==> config.mk <==
export PLATFORM = sky130hd
export DESIGN_NAME = long_press_trigger_fsm_unit
export DESIGN_NICKNAME = d
export VERILOG_FILES = /design/src/hw/rtl/lpt_pkg.sv /design/src/hw/rtl/long_press_trigger_fsm_unit.sv /design/src/hw/rtl/lpt_cfg.sv /design/src/hw/rtl/lpt_core.sv
export SDC_FILE = /design/constraint.sdc
export NUM_CORES = 1
export LEC_CHECK = 0
export BUFFER_PORTS_ARGS = -buffer_cell sky130_fd_sc_hd__clkbuf_2
export CORE_MARGIN = 3
export CORE_UTILIZATION = 35
export CTS_BUF_LIST = sky130_fd_sc_hd__clkbuf_16
export CTS_CLUSTER_DIAMETER = 150
export DETAILED_ROUTE_END_ITERATION = 10
export GPL_TIMING_DRIVEN = 0
export PLACE_DENSITY_LB_ADDON = 0.08
export SLEW_MARGIN = 15
export SYNTH_ARGS = -nofsm -noshare
export SYNTH_HDL_FRONTEND = slang
export SYNTH_SLANG_ARGS = --single-unit
==> constraint.sdc <==
create_clock -name clk -period 20.3 [get_ports clk]
set_input_delay 3.045 -clock clk [delete_from_list [all_inputs] [get_ports clk]]
set_output_delay 3.045 -clock clk [all_outputs]
set_load 0.01 [all_outputs]
==> src/hw/rtl/lpt_pkg.sv <==
`timescale 1ns / 1ps
// ----------------------------------------------------------------------------
// Long-press trigger package
// Shared types, codes and the seconds rounding helper for the long-press
// trigger block.
// ----------------------------------------------------------------------------
package lpt_pkg;

  localparam int unsigned MS_PER_SEC = 1000;

  localparam logic [3:0] NOTHING_SHOWN = 4'd15;
  localparam logic [2:0] COUNT_MAX     = 3'd5;
  localparam logic [2:0] HOLD_MAX      = 3'd2;

  localparam logic [1:0] STATUS_IDLE   = 2'd0;
  localparam logic [1:0] STATUS_CANCEL = 2'd1;
  localparam logic [1:0] STATUS_LAUNCH = 2'd2;

  localparam logic [1:0] KIND_NONE      = 2'd0;
  localparam logic [1:0] KIND_COUNTDOWN = 2'd1;
  localparam logic [1:0] KIND_RELEASE   = 2'd2;
  localparam logic [1:0] KIND_HOLDOFF   = 2'd3;

  localparam logic [1:0] REG_COUNTDOWN_DELAY = 2'd0;
  localparam logic [1:0] REG_TRIGGER_HOLD    = 2'd1;
  localparam logic [1:0] REG_HOLDOFF         = 2'd2;

  localparam logic [15:0] RESET_COUNTDOWN_DELAY = 16'd25000;
  localparam logic [15:0] RESET_TRIGGER_HOLD    = 16'd30000;
  localparam logic [15:0] RESET_HOLDOFF         = 16'd2000;

  typedef struct packed {
    logic [15:0] countdown_delay_ms;
    logic [15:0] trigger_hold_ms;
    logic [15:0] holdoff_ms;
  } cfg_t;

  typedef struct packed {
    logic [31:0] now_time;
    logic        pen_pressed;
  } item_t;

  typedef struct packed {
    logic [1:0] status;
    logic       blocking;
    logic [1:0] overlay_kind;
    logic [3:0] shown_digit;
    logic       redraw;
  } result_t;

  // Ceiling of the remaining milliseconds in seconds, clamped to the cap.
  // Only values up to five seconds are counted, which covers every cap used.
  function automatic logic [3:0] ceil_secs(input logic [15:0] remain_ms,
                                           input logic [2:0]  cap);
    logic [2:0] cnt;
    cnt = 3'd0;
    for (int k = 0; k < 5; k++) begin
      if ({16'd0, remain_ms} > 32'(k) * MS_PER_SEC) begin
        cnt = cnt + 3'd1;
      end
    end
    if (cnt > cap) begin
      cnt = cap;
    end
    return {1'b0, cnt};
  endfunction

endpackage

==> src/hw/rtl/long_press_trigger_fsm_unit.sv <==
`timescale 1ns / 1ps
// ----------------------------------------------------------------------------
// Long-press trigger unit
// Watches timestamped pen-down ticks, runs the countdown, release and
// hold-off sequence, and reports one result word per tick.
// ----------------------------------------------------------------------------
// Channel  Direction  Handshake            Word
// in       input      in_valid/in_ready    now_time, pen_pressed
// out      output     out_valid/out_ready  status, blocking, overlay_kind,
//                                          shown_digit, redraw
// cfg      input      cfg_write            cfg_index, cfg_data
//
// Each word passes through an input register that feeds the state machine,
// which writes the result register; a new word is accepted every cycle
// unless the output is stalled and the input register is full.
// Reset is synchronous and restores the register defaults and idle state.
// A stalled output holds its word while one more input word is buffered.
// ----------------------------------------------------------------------------
module long_press_trigger_fsm_unit
  import lpt_pkg::*;
(
  input  logic        clk,
  input  logic        rst,
  input  logic        cfg_write,
  input  logic [1:0]  cfg_index,
  input  logic [15:0] cfg_data,
  input  logic        in_valid,
  output logic        in_ready,
  input  logic [31:0] now_time,
  input  logic        pen_pressed,
  output logic        out_valid,
  input  logic        out_ready,
  output logic [1:0]  status,
  output logic        blocking,
  output logic [1:0]  overlay_kind,
  output logic [3:0]  shown_digit,
  output logic        redraw
);

  cfg_t    cfg;
  item_t   in_item;
  logic    in_full;
  logic    item_take;
  result_t result;

  lpt_cfg u_cfg (
    .clk       (clk),
    .rst       (rst),
    .cfg_write (cfg_write),
    .cfg_index (cfg_index),
    .cfg_data  (cfg_data),
    .cfg       (cfg)
  );

  assign in_ready = !in_full || item_take;

  always_ff @(posedge clk) begin
    if (rst) begin
      in_full <= 1'b0;
    end else if (in_valid && in_ready) begin
      in_full             <= 1'b1;
      in_item.now_time    <= now_time;
      in_item.pen_pressed <= pen_pressed;
    end else if (item_take) begin
      in_full <= 1'b0;
    end
  end

  lpt_core u_core (
    .clk        (clk),
    .rst        (rst),
    .cfg        (cfg),
    .item_valid (in_full),
    .item       (in_item),
    .item_take  (item_take),
    .out_valid  (out_valid),
    .out_ready  (out_ready),
    .result     (result)
  );

  assign status       = result.status;
  assign blocking     = result.blocking;
  assign overlay_kind = result.overlay_kind;
  assign shown_digit  = result.shown_digit;
  assign redraw       = result.redraw;

`ifndef NO_ASSERTIONS
  a_finish_not_blocking: assert property (@(posedge clk) disable iff (rst)
    out_valid && (status == STATUS_LAUNCH || status == STATUS_CANCEL) |-> !blocking)
    else $error("finishing status reported while still blocking");

  a_digit_only_with_count: assert property (@(posedge clk) disable iff (rst)
    out_valid && (overlay_kind == KIND_NONE || overlay_kind == KIND_RELEASE)
      |-> shown_digit == 4'd0)
    else $error("digit shown without a digit overlay");

  a_redraw_needs_overlay: assert property (@(posedge clk) disable iff (rst)
    out_valid && redraw |-> overlay_kind != KIND_NONE)
    else $error("redraw requested with no overlay");

  a_take_fills_output: assert property (@(posedge clk) disable iff (rst)
    item_take |=> out_valid)
    else $error("processed word did not reach the result register");

  a_overlay_means_blocking: assert property (@(posedge clk) disable iff (rst)
    out_valid && overlay_kind != KIND_NONE |-> blocking)
    else $error("overlay shown while idle");
`endif

endmodule

==> src/hw/rtl/lpt_cfg.sv <==
`timescale 1ns / 1ps
// ----------------------------------------------------------------------------
// Long-press trigger configuration registers
// Holds the three millisecond settings, written through a plain write port.
// ----------------------------------------------------------------------------
module lpt_cfg
  import lpt_pkg::*;
(
  input  logic        clk,
  input  logic        rst,
  input  logic        cfg_write,
  input  logic [1:0]  cfg_index,
  input  logic [15:0] cfg_data,
  output cfg_t        cfg
);

  always_ff @(posedge clk) begin
    if (rst) begin
      cfg.countdown_delay_ms <= RESET_COUNTDOWN_DELAY;
      cfg.trigger_hold_ms    <= RESET_TRIGGER_HOLD;
      cfg.holdoff_ms         <= RESET_HOLDOFF;
    end else if (cfg_write) begin
      case (cfg_index)
        REG_COUNTDOWN_DELAY: cfg.countdown_delay_ms <= cfg_data;
        REG_TRIGGER_HOLD:    cfg.trigger_hold_ms    <= cfg_data;
        REG_HOLDOFF:         cfg.holdoff_ms         <= cfg_data;
        default: begin
        end
      endcase
    end
  end

endmodule

==> src/hw/rtl/lpt_core.sv <==
`timescale 1ns / 1ps
// ----------------------------------------------------------------------------
// Long-press trigger core
// Four-state press machine and the result register. One buffered word is
// taken per cycle whenever the result register is free or being drained.
// ----------------------------------------------------------------------------
module lpt_core
  import lpt_pkg::*;
(
  input  logic    clk,
  input  logic    rst,
  input  cfg_t    cfg,
  input  logic    item_valid,
  input  item_t   item,
  output logic    item_take,
  output logic    out_valid,
  input  logic    out_ready,
  output result_t result
);

  typedef enum logic [1:0] {
    MODE_IDLE,
    MODE_COUNTDOWN,
    MODE_WAITREL,
    MODE_HOLDOFF
  } mode_t;

  mode_t       mode, mode_next;
  logic [31:0] press_start, press_start_next;
  logic [31:0] release_time, release_time_next;
  logic [3:0]  last_shown, last_shown_next;
  result_t     result_next;

  assign item_take = item_valid && (!out_valid || out_ready);

  always_comb begin
    logic [31:0] start_use;
    logic [31:0] held;
    logic [31:0] elapsed;
    logic [15:0] remain;
    logic [3:0]  digit;

    mode_next         = mode;
    press_start_next  = press_start;
    release_time_next = release_time;
    last_shown_next   = last_shown;
    result_next       = '0;
    start_use         = (press_start == 32'd0) ? item.now_time : press_start;
    held              = item.now_time - press_start;
    elapsed           = item.now_time - release_time;
    remain            = 16'd0;
    digit             = 4'd0;

    case (mode)
      MODE_IDLE: begin
        if (item.pen_pressed) begin
          press_start_next = start_use;
          if (item.now_time - start_use >= {16'd0, cfg.countdown_delay_ms}) begin
            mode_next       = MODE_COUNTDOWN;
            last_shown_next = NOTHING_SHOWN;
          end
        end else begin
          press_start_next = 32'd0;
        end
      end
      MODE_COUNTDOWN: begin
        if (!item.pen_pressed) begin
          mode_next          = MODE_IDLE;
          press_start_next   = 32'd0;
          last_shown_next    = NOTHING_SHOWN;
          result_next.status = STATUS_CANCEL;
        end else if (held < {16'd0, cfg.trigger_hold_ms}) begin
          remain                   = cfg.trigger_hold_ms - held[15:0];
          digit                    = ceil_secs(remain, COUNT_MAX);
          result_next.overlay_kind = KIND_COUNTDOWN;
          result_next.shown_digit  = digit;
          if (digit != last_shown) begin
            last_shown_next    = digit;
            result_next.redraw = 1'b1;
          end
        end else begin
          mode_next                = MODE_WAITREL;
          last_shown_next          = NOTHING_SHOWN;
          result_next.overlay_kind = KIND_RELEASE;
          result_next.redraw       = 1'b1;
        end
      end
      MODE_WAITREL: begin
        if (!item.pen_pressed) begin
          release_time_next        = item.now_time;
          mode_next                = MODE_HOLDOFF;
          last_shown_next          = {1'b0, HOLD_MAX};
          result_next.overlay_kind = KIND_HOLDOFF;
          result_next.shown_digit  = {1'b0, HOLD_MAX};
          result_next.redraw       = 1'b1;
        end else begin
          result_next.overlay_kind = KIND_RELEASE;
        end
      end
      MODE_HOLDOFF: begin
        if (elapsed >= {16'd0, cfg.holdoff_ms}) begin
          mode_next          = MODE_IDLE;
          press_start_next   = 32'd0;
          result_next.status = STATUS_LAUNCH;
        end else begin
          remain                   = cfg.holdoff_ms - elapsed[15:0];
          digit                    = ceil_secs(remain, HOLD_MAX);
          result_next.overlay_kind = KIND_HOLDOFF;
          result_next.shown_digit  = digit;
          if (digit != last_shown) begin
            last_shown_next    = digit;
            result_next.redraw = 1'b1;
          end
        end
      end
      default: begin
        mode_next = MODE_IDLE;
      end
    endcase

    result_next.blocking = (mode_next != MODE_IDLE);
  end

  always_ff @(posedge clk) begin
    if (rst) begin
      mode         <= MODE_IDLE;
      press_start  <= 32'd0;
      release_time <= 32'd0;
      last_shown   <= NOTHING_SHOWN;
      out_valid    <= 1'b0;
    end else if (item_take) begin
      mode         <= mode_next;
      press_start  <= press_start_next;
      release_time <= release_time_next;
      last_shown   <= last_shown_next;
      result       <= result_next;
      out_valid    <= 1'b1;
    end else if (out_ready) begin
      out_valid    <= 1'b0;
    end
  end

endmodule
# Word level (Yosys, flattened, before mapping)
# Index checks and enable logic that the tools add are counted.
# W data, S select, Z words.
# op_classes
shifts	0
n_div	0
eq_ne	15
magnitude_cmp	15
mux	80
multipliers	0
n_bitwise	2
addsub	13
reduce_logical	21
# op_table
op	count
$mux W32	4
$mux W3	42
$pmux W32 S3	1
$sub A32 B32 Y32	3
$ge A32 B16 Y1	2
$gt A16 B12 Y1 const B	4
$gt A16 B1 Y1 const B	2
$gt A16 B10 Y1 const B	2
$gt A16 B11 Y1 const B	2
$logic_not A32 Y1	1
$lt A32 B16 Y1	1
$mux W4	8
$sub A16 B16 Y16	2
$add A3 B1 Y3 const B	8
$pmux W7 S3	1
$mux W2	8
$pmux W4 S4	1
$mux W7	2
$mux W1	11
$reduce_and A2 Y1	5
$ne A2 B2 Y1 const B	4
$ne A3 B4 Y1	2
$pmux W2 S4	1
$reduce_and A7 Y1	1
other kinds (16)	28
# word_totals
ff_bits	163
n_memories	0
ram_bits	0
out_inout_bits	12
latch_bits	0
elab_cells	162
inputBits	56
romBits	0

# Logic depth before layout (Yosys ltp)
# logic_depth
ltp_word	37
depth_mapped	35
depth_no_buf	35

# By module
# From an unflattened synthesis, not the netlist that was laid out.
# hier_totals
cells_unflattened	2016
area_unflattened_um2	16000.3
# modules_own_cells
module	cells_per_inst	n_inst	area_each_um2	seq_area_each_um2
lpt_core	1788	1	12998.7	1691.6
lpt_cfg	190	1	1955.6	960.9
long_press_trigger_fsm_unit	38	1	1046.0	1011.0

# Least setup slack after synthesis
# Ideal clock, no wire load.
# synth_timing
kind	reg-to-reg
start	register in_item[1] (netlist name)
end	register u_core.last_shown[1]
setup_slack_ns	12.729
required_time_ns	20.221
arrival_time_ns	7.492
synth_period_minus_slack_ns	7.571
stages_incl_launch_ff	33
setup_time_ns	0.079
path_cell_list	edfxtp_1 -> inv_1 -> ha_1 -> inv_1 -> fa_1 -> a21o_1 -> a211o_1 -> a21oi_1 -> o21bai_1 -> a21oi_1 -> xnor2_1 -> inv_1 -> ha_1 -> a21o_1 -> a21o_1 -> a211o_1 -> a221oi_2 -> xor2_1 -> and4_1 -> nand3_1 -> or4_1 -> ha_1 -> xor2_1 -> ha_1 -> mux2i_1 -> inv_1 -> ha_1 -> or4_1 -> a311o_1 -> and3_4 -> o2111a_1 -> or3_4 -> o211ai_1
# synth_between
elab_chain_cells	36
elab_cells_between_ends	84
classes_between	13 x add/sub; 15 x order compare; 6 x eq/ne; 49 x mux; 1 x reduce/logical
# synth_rtl
element	line_no	rtl
from (decl)	long_press_trigger_fsm_unit.sv:41	item_t in_item;
parallel branches: the longest is 36 deep, another holds $sub A32 B32 Y32	-	
to (signal assigned)	lpt_core.sv:135	last_shown <= last_shown_next;
to (decl)	lpt_core.sv:31	logic [3:0] last_shown, last_shown_next;
# Parallel ways; which one is timed is not known. The select of a mux whose other input is x is not followed.
# A chain may end at the register's enable or synchronous reset.

# Final worst setup path
# layout_timing
start	register u_core.press_start[28]
end	register u_core.last_shown[0]
# layout_between
elab_chain_cells	6
elab_cells_between_ends	12
classes_between	2 x add/sub; 2 x order compare; 2 x eq/ne; 4 x mux; 2 x reduce/logical
# layout_rtl
element	line_no	rtl
from (decl)	lpt_core.sv:29	logic [31:0] press_start, press_start_next;
from (signal assigned)	lpt_core.sv:133	press_start <= press_start_next;
$logic_not A32 Y1	lpt_core.sv:48	start_use = (press_start == 32'd0) ? item.now_time : press_start;
$mux W32	lpt_core.sv:48	
$sub A32 B32 Y32	lpt_core.sv:58	if (item.now_time - start_use >= {16'd0, cfg.countdown_delay_ms}) begin
$ge A32 B16 Y1	lpt_core.sv:58	
$ne A2 B1 Y1 (no source line)	-	
$reduce_and A7 Y1 (no source line)	-	
# Several ways; a longest one is shown, not always the timed one.

==> run summary <==
The pin count of the biggest net entering global routing came out at 30. The initial antenna violation count is 0. In the final routed layout, each cell accounts on average for about 19 µm. The antenna diode count came out at 0.

The mean area per synthesized cell is 7.48 µm². The clock period minus worst slack is around 8.9 ns. At the placement stage, the worst setup path has a slack of 11.14 ns. The tool flagged a number of max-cap violations equal to 0. By area the synthesized netlist is led by sky130_fd_sc_hd__dfxtp_1, sky130_fd_sc_hd__ha_1, sky130_fd_sc_hd__a21oi_1, sky130_fd_sc_hd__edfxtp_1, sky130_fd_sc_hd__nand2_1.

At the pin with the least slew margin, the transition time is 1.22 ns. The total routing usage reported by global routing came out at 0.216. Summing all multi-input logic gate instances after layout gives 10900 µm². The mapped netlist covers around 16000 µm². The number of global-route vias before repair is approximately 14000. The number of sinks driven by the clock tree came out at 162. CTS placed an instance of sky130_fd_sc_hd__clkbuf_16 at the clock tree root. The wire length of the first global-routing pass is 80000 µm.

The total half-perimeter wirelength after legalization and detailed placement came out at 42700 µm. The smallest setup slack after layout came out at 11.38 ns. The post-route cell area came out at 17300 µm². After detailed routing, the number of remaining DRC violations is 0. Port buffering added 65 buffers. The flop and latch count out of synthesis came out at 162. The top-level I/O count is 68.

The number of failing setup endpoints in the final timing report came out at 0. At the end of routability-driven placement, the weighted congestion stood at 0.903. After filler insertion, the fill cell instance count of the layout stands at ~4700.

After detailed routing, the number of vias per cell comes to 5.46. The clock edge transition at the registers on the reported setup and hold paths came out at 0.07 ns. The final wirelength is 51700 µm. The clock latency reported for the late side of the worst-skew pair is 0.46 ns.

For this block, the via count after detailed routing is 15100. The standard cell with the maximum stage delay on the critical path is sky130_fd_sc_hd__nor4_1. The count of non-filler cells in the finished layout came out at 2771. The final hold violation count came out at 0.

The kind of path behind the tightest hold check is flop to flop. The post-route fraction of the period consumed by the critical path is 0.440. The buffer count from post-CTS setup fixing came out at 0. In this run the core area contains 76 standard-cell rows. For this run, the leading register cell type out of synthesis is sky130_fd_sc_hd__dfxtp_1. The chip height came out at 217 µm. The initial utilization of the core area, before any placement, comes to 0.359. The number of routed nets with antenna violations came out at 0.

The global-route congestion overflow total is 0. The number of H-tree levels came out at 4. In this run the static leakage power is around 0.0068 µW. The synthesized net count came out at ~2300. The worst setup path is of the flop to flop kind. The post-cts gate resize count came out at 0.

The share of synthesized area occupied by flip-flops and latches came out at 0.234. For this run, asynchronously set or reset flops after synthesis account for 0. The Yosys warning count came out at 0.

The floorplan die width came out at 217 µm. The number of enable flip-flop cells after synthesis came out at 42. The first detailed-routing pass ran for 6 iterations.

Clock tree synthesis inserted a total of 17 buffers. The unique cell type count in the Yosys netlist came out at 96. The cell count after synthesis is 2088. The power density over the cells is about 80 nW/µm². The die covers about 47000 µm². The biggest area contributor in the post-synthesis netlist is sky130_fd_sc_hd__dfxtp_1.

The maximum achievable frequency is between 100 and 150 MHz. The share of Yosys cell area claimed by the top area cell type came out at 0.154. The maximum clock insertion buffer count came out at 2.

The number of cells in the design after placement is 2739. Setup repair after global routing left no endpoint under its margin. The total count of max-transition violations in the final report came out at 0. The startpoint kind of the worst setup timing path is a flop. The core area came out at 43600 µm². The post-route clock skew is 0.0155 ns. The worst ir drop on vdd came out at 59.2 µV.

Of the cells placed in the final design, the portion with a size suffix greater than 1 is 0.0672. TritonCTS built the clock tree. The area overhead of the layout relative to synthesis is 10.7%. The number of nets in the layout is approximately 2400. The count of routing violations after the opening detailed-route iteration came out at 1095. Summing all placed instances gives a cell area of 16700 µm². The worst max-slew margin expressed relative to the limit is 0.181. For this design, the CTS-stage hold fixing added 0 buffers.

Data on the critical path arrives at its endpoint at ~9 ns. STA classifies the critical path endpoint as a flop. The post-route setup TNS came out at 0 ns. The run finished with clean final reports. The maximum fanout along the worst path came out at 10. The sequential cells in the finished layout cover a total of 3660 µm². The required time of the critical path came out at 20.64 ns. In this design, the stage delay of the slowest critical-path cell is between 0.7 and 0.8 ns.
==> layer usage <==
| layer | global-route usage | vias up | part of all wire |
|---|---|---|---|
| li1 | - | 7671 | - |
| met1 | 0.295 | 7060 | 0.48 |
| met5 | 0 | - | 0 |
| met3 | 0.0331 | 62 | 0.044 |
| met2 | 0.345 | 345 | 0.45 |
| met4 | 0.0811 | 0 | 0.034 |
==> synthesized netlist by cell type (5+ instances only) <==
cell	count
sky130_fd_sc_hd__nor4_1	13
sky130_fd_sc_hd__or4_1	8
sky130_fd_sc_hd__clkbuf_1	70
sky130_fd_sc_hd__a31oi_1	17
sky130_fd_sc_hd__o21ai_0	87
sky130_fd_sc_hd__nand3b_1	8
sky130_fd_sc_hd__o221ai_1	10
sky130_fd_sc_hd__o21bai_1	13
sky130_fd_sc_hd__nand2b_1	24
sky130_fd_sc_hd__buf_4	5
sky130_fd_sc_hd__edfxtp_1	42
sky130_fd_sc_hd__nand2_1	295
sky130_fd_sc_hd__o211ai_1	42
sky130_fd_sc_hd__and2_1	16
sky130_fd_sc_hd__o31ai_1	6
sky130_fd_sc_hd__a21oi_1	271
sky130_fd_sc_hd__nor3b_1	6
sky130_fd_sc_hd__o21ai_1	9
sky130_fd_sc_hd__a21o_1	46
sky130_fd_sc_hd__a211oi_1	20
sky130_fd_sc_hd__dfxtp_1	120
sky130_fd_sc_hd__and3_1	14
sky130_fd_sc_hd__o2111ai_1	6
sky130_fd_sc_hd__inv_1	190
sky130_fd_sc_hd__nor3_1	23
sky130_fd_sc_hd__a2111oi_0	12
sky130_fd_sc_hd__nor2b_1	22
sky130_fd_sc_hd__nand4_1	30
sky130_fd_sc_hd__a211o_1	9
sky130_fd_sc_hd__o31a_1	6
sky130_fd_sc_hd__nand3_1	39
sky130_fd_sc_hd__o22ai_1	5
sky130_fd_sc_hd__or2_2	5
sky130_fd_sc_hd__or3_1	41
sky130_fd_sc_hd__nor2_1	126
sky130_fd_sc_hd__and4_1	10
sky130_fd_sc_hd__fa_1	5
sky130_fd_sc_hd__a22oi_1	5
sky130_fd_sc_hd__o21a_1	23
sky130_fd_sc_hd__xor2_1	38
sky130_fd_sc_hd__mux2i_1	17
sky130_fd_sc_hd__ha_1	179
sky130_fd_sc_hd__buf_2	7
sky130_fd_sc_hd__xnor2_1	49
==> worst max-delay path, delay by kind of cell, from the launching register on <==
| family | cells | cell delay (ns) |
|---|---|---|
| AOI/OAI and AO/OA | 8 | 2.21 |
| xor gates and xnor gates | 1 | 0.28 |
| adders and majority gates | 3 | 0.87 |
| buffers and inverters | 3 | 0.81 |
| DFF | 1 | 0.35 |
| muxes | 1 | 0.31 |
| and+or+nand+nor | 12 | 3.96 |
==> metrics by stage <==
stage               utilization  hold slack [ns]  power (µW)
floorplan                     -            0.436         863
global placement          0.383            0.444        1050
detailed placement        0.384            0.448        1050
CTS                       0.397            0.459        1380
global route              0.397            0.472        1480
finish                    0.397            0.456        1380
==> power by group <==
| part | internal (µW) | total [µW] | switching, µW |
|---|---|---|---|
| Sequential | 342 | 356 | 13.6 |
| Clock | 170 | 330 | 160 |
| Combinational | 261 | 690 | 430 |
==> cell type report <==
class | instances | area share
inverter | 190 | 0.0412
tap | 585 | 0.0423
clock inverter | 14 | 0.00774
clock buffer | 18 | 0.0260
timing repair buffer | 66 | 0.0200
multi-input combinational | 1652 | 0.631
buffer | 84 | 0.0198
sequential | 162 | 0.212
==> cell families after synthesis <==
| kind of cell | count (synthesis) | synth area share |
|---|---|---|
| AOI/OAI and AO/OA | 652 | 0.266 |
| xor gates and xnor gates | 87 | 0.0488 |
| adders and majority gates | 184 | 0.150 |
| buffers and inverters | 274 | 0.0676 |
| DFF | 162 | 0.234 |
| muxes | 22 | 0.0145 |
| other | 1 | 0.000240 |
| and+or+nand+nor | 706 | 0.219 |
==> registers in the layout, indices dropped and copies added, names as in the netlist <==
signal	count
in_item	33
u_core.release_time	32
u_core.press_start	32
in_full	1
u_core.last_shown	4
u_core.out_valid	1
u_core.result	9
u_cfg.cfg	48
u_core.mode	2
==> placed cells by master, fill, tap and decap left out, types with 16 or more instances in the layout <==
cell                          n
sky130_fd_sc_hd__a211oi_1    20
sky130_fd_sc_hd__a21o_1      46
sky130_fd_sc_hd__a21oi_1    271
sky130_fd_sc_hd__a31oi_1     17
sky130_fd_sc_hd__and2_1      16
sky130_fd_sc_hd__clkbuf_1    70
sky130_fd_sc_hd__clkbuf_16   18
sky130_fd_sc_hd__clkbuf_2    65
sky130_fd_sc_hd__dfxtp_1    120
sky130_fd_sc_hd__edfxtp_1    42
sky130_fd_sc_hd__ha_1       179
sky130_fd_sc_hd__inv_1      191
sky130_fd_sc_hd__mux2i_1     17
sky130_fd_sc_hd__nand2_1    295
sky130_fd_sc_hd__nand2b_1    24
sky130_fd_sc_hd__nand3_1     39
sky130_fd_sc_hd__nand4_1     30
sky130_fd_sc_hd__nor2_1     126
sky130_fd_sc_hd__nor2b_1     22
sky130_fd_sc_hd__nor3_1      23
sky130_fd_sc_hd__o211ai_1    42
sky130_fd_sc_hd__o21a_1      23
sky130_fd_sc_hd__o21ai_0     87
sky130_fd_sc_hd__or3_1       41
sky130_fd_sc_hd__xnor2_1     49
sky130_fd_sc_hd__xor2_1      38
==> final timing paths <==
kind / from / endpoint / slack [ns] / depth (start not counted)
worst max-delay path: u_core.press_start[28] / u_core.last_shown[0] / 11.38 / 28
worst min-delay path: u_core.release_time[26] / u_core.release_time[26] / 0.46 / 2
worst max register to register: u_core.press_start[28] / u_core.last_shown[0] / 11.38 / 28
worst min register to register: u_core.release_time[26] / u_core.release_time[26] / 0.46 / 2
Power figures use the tool's default switching activity.
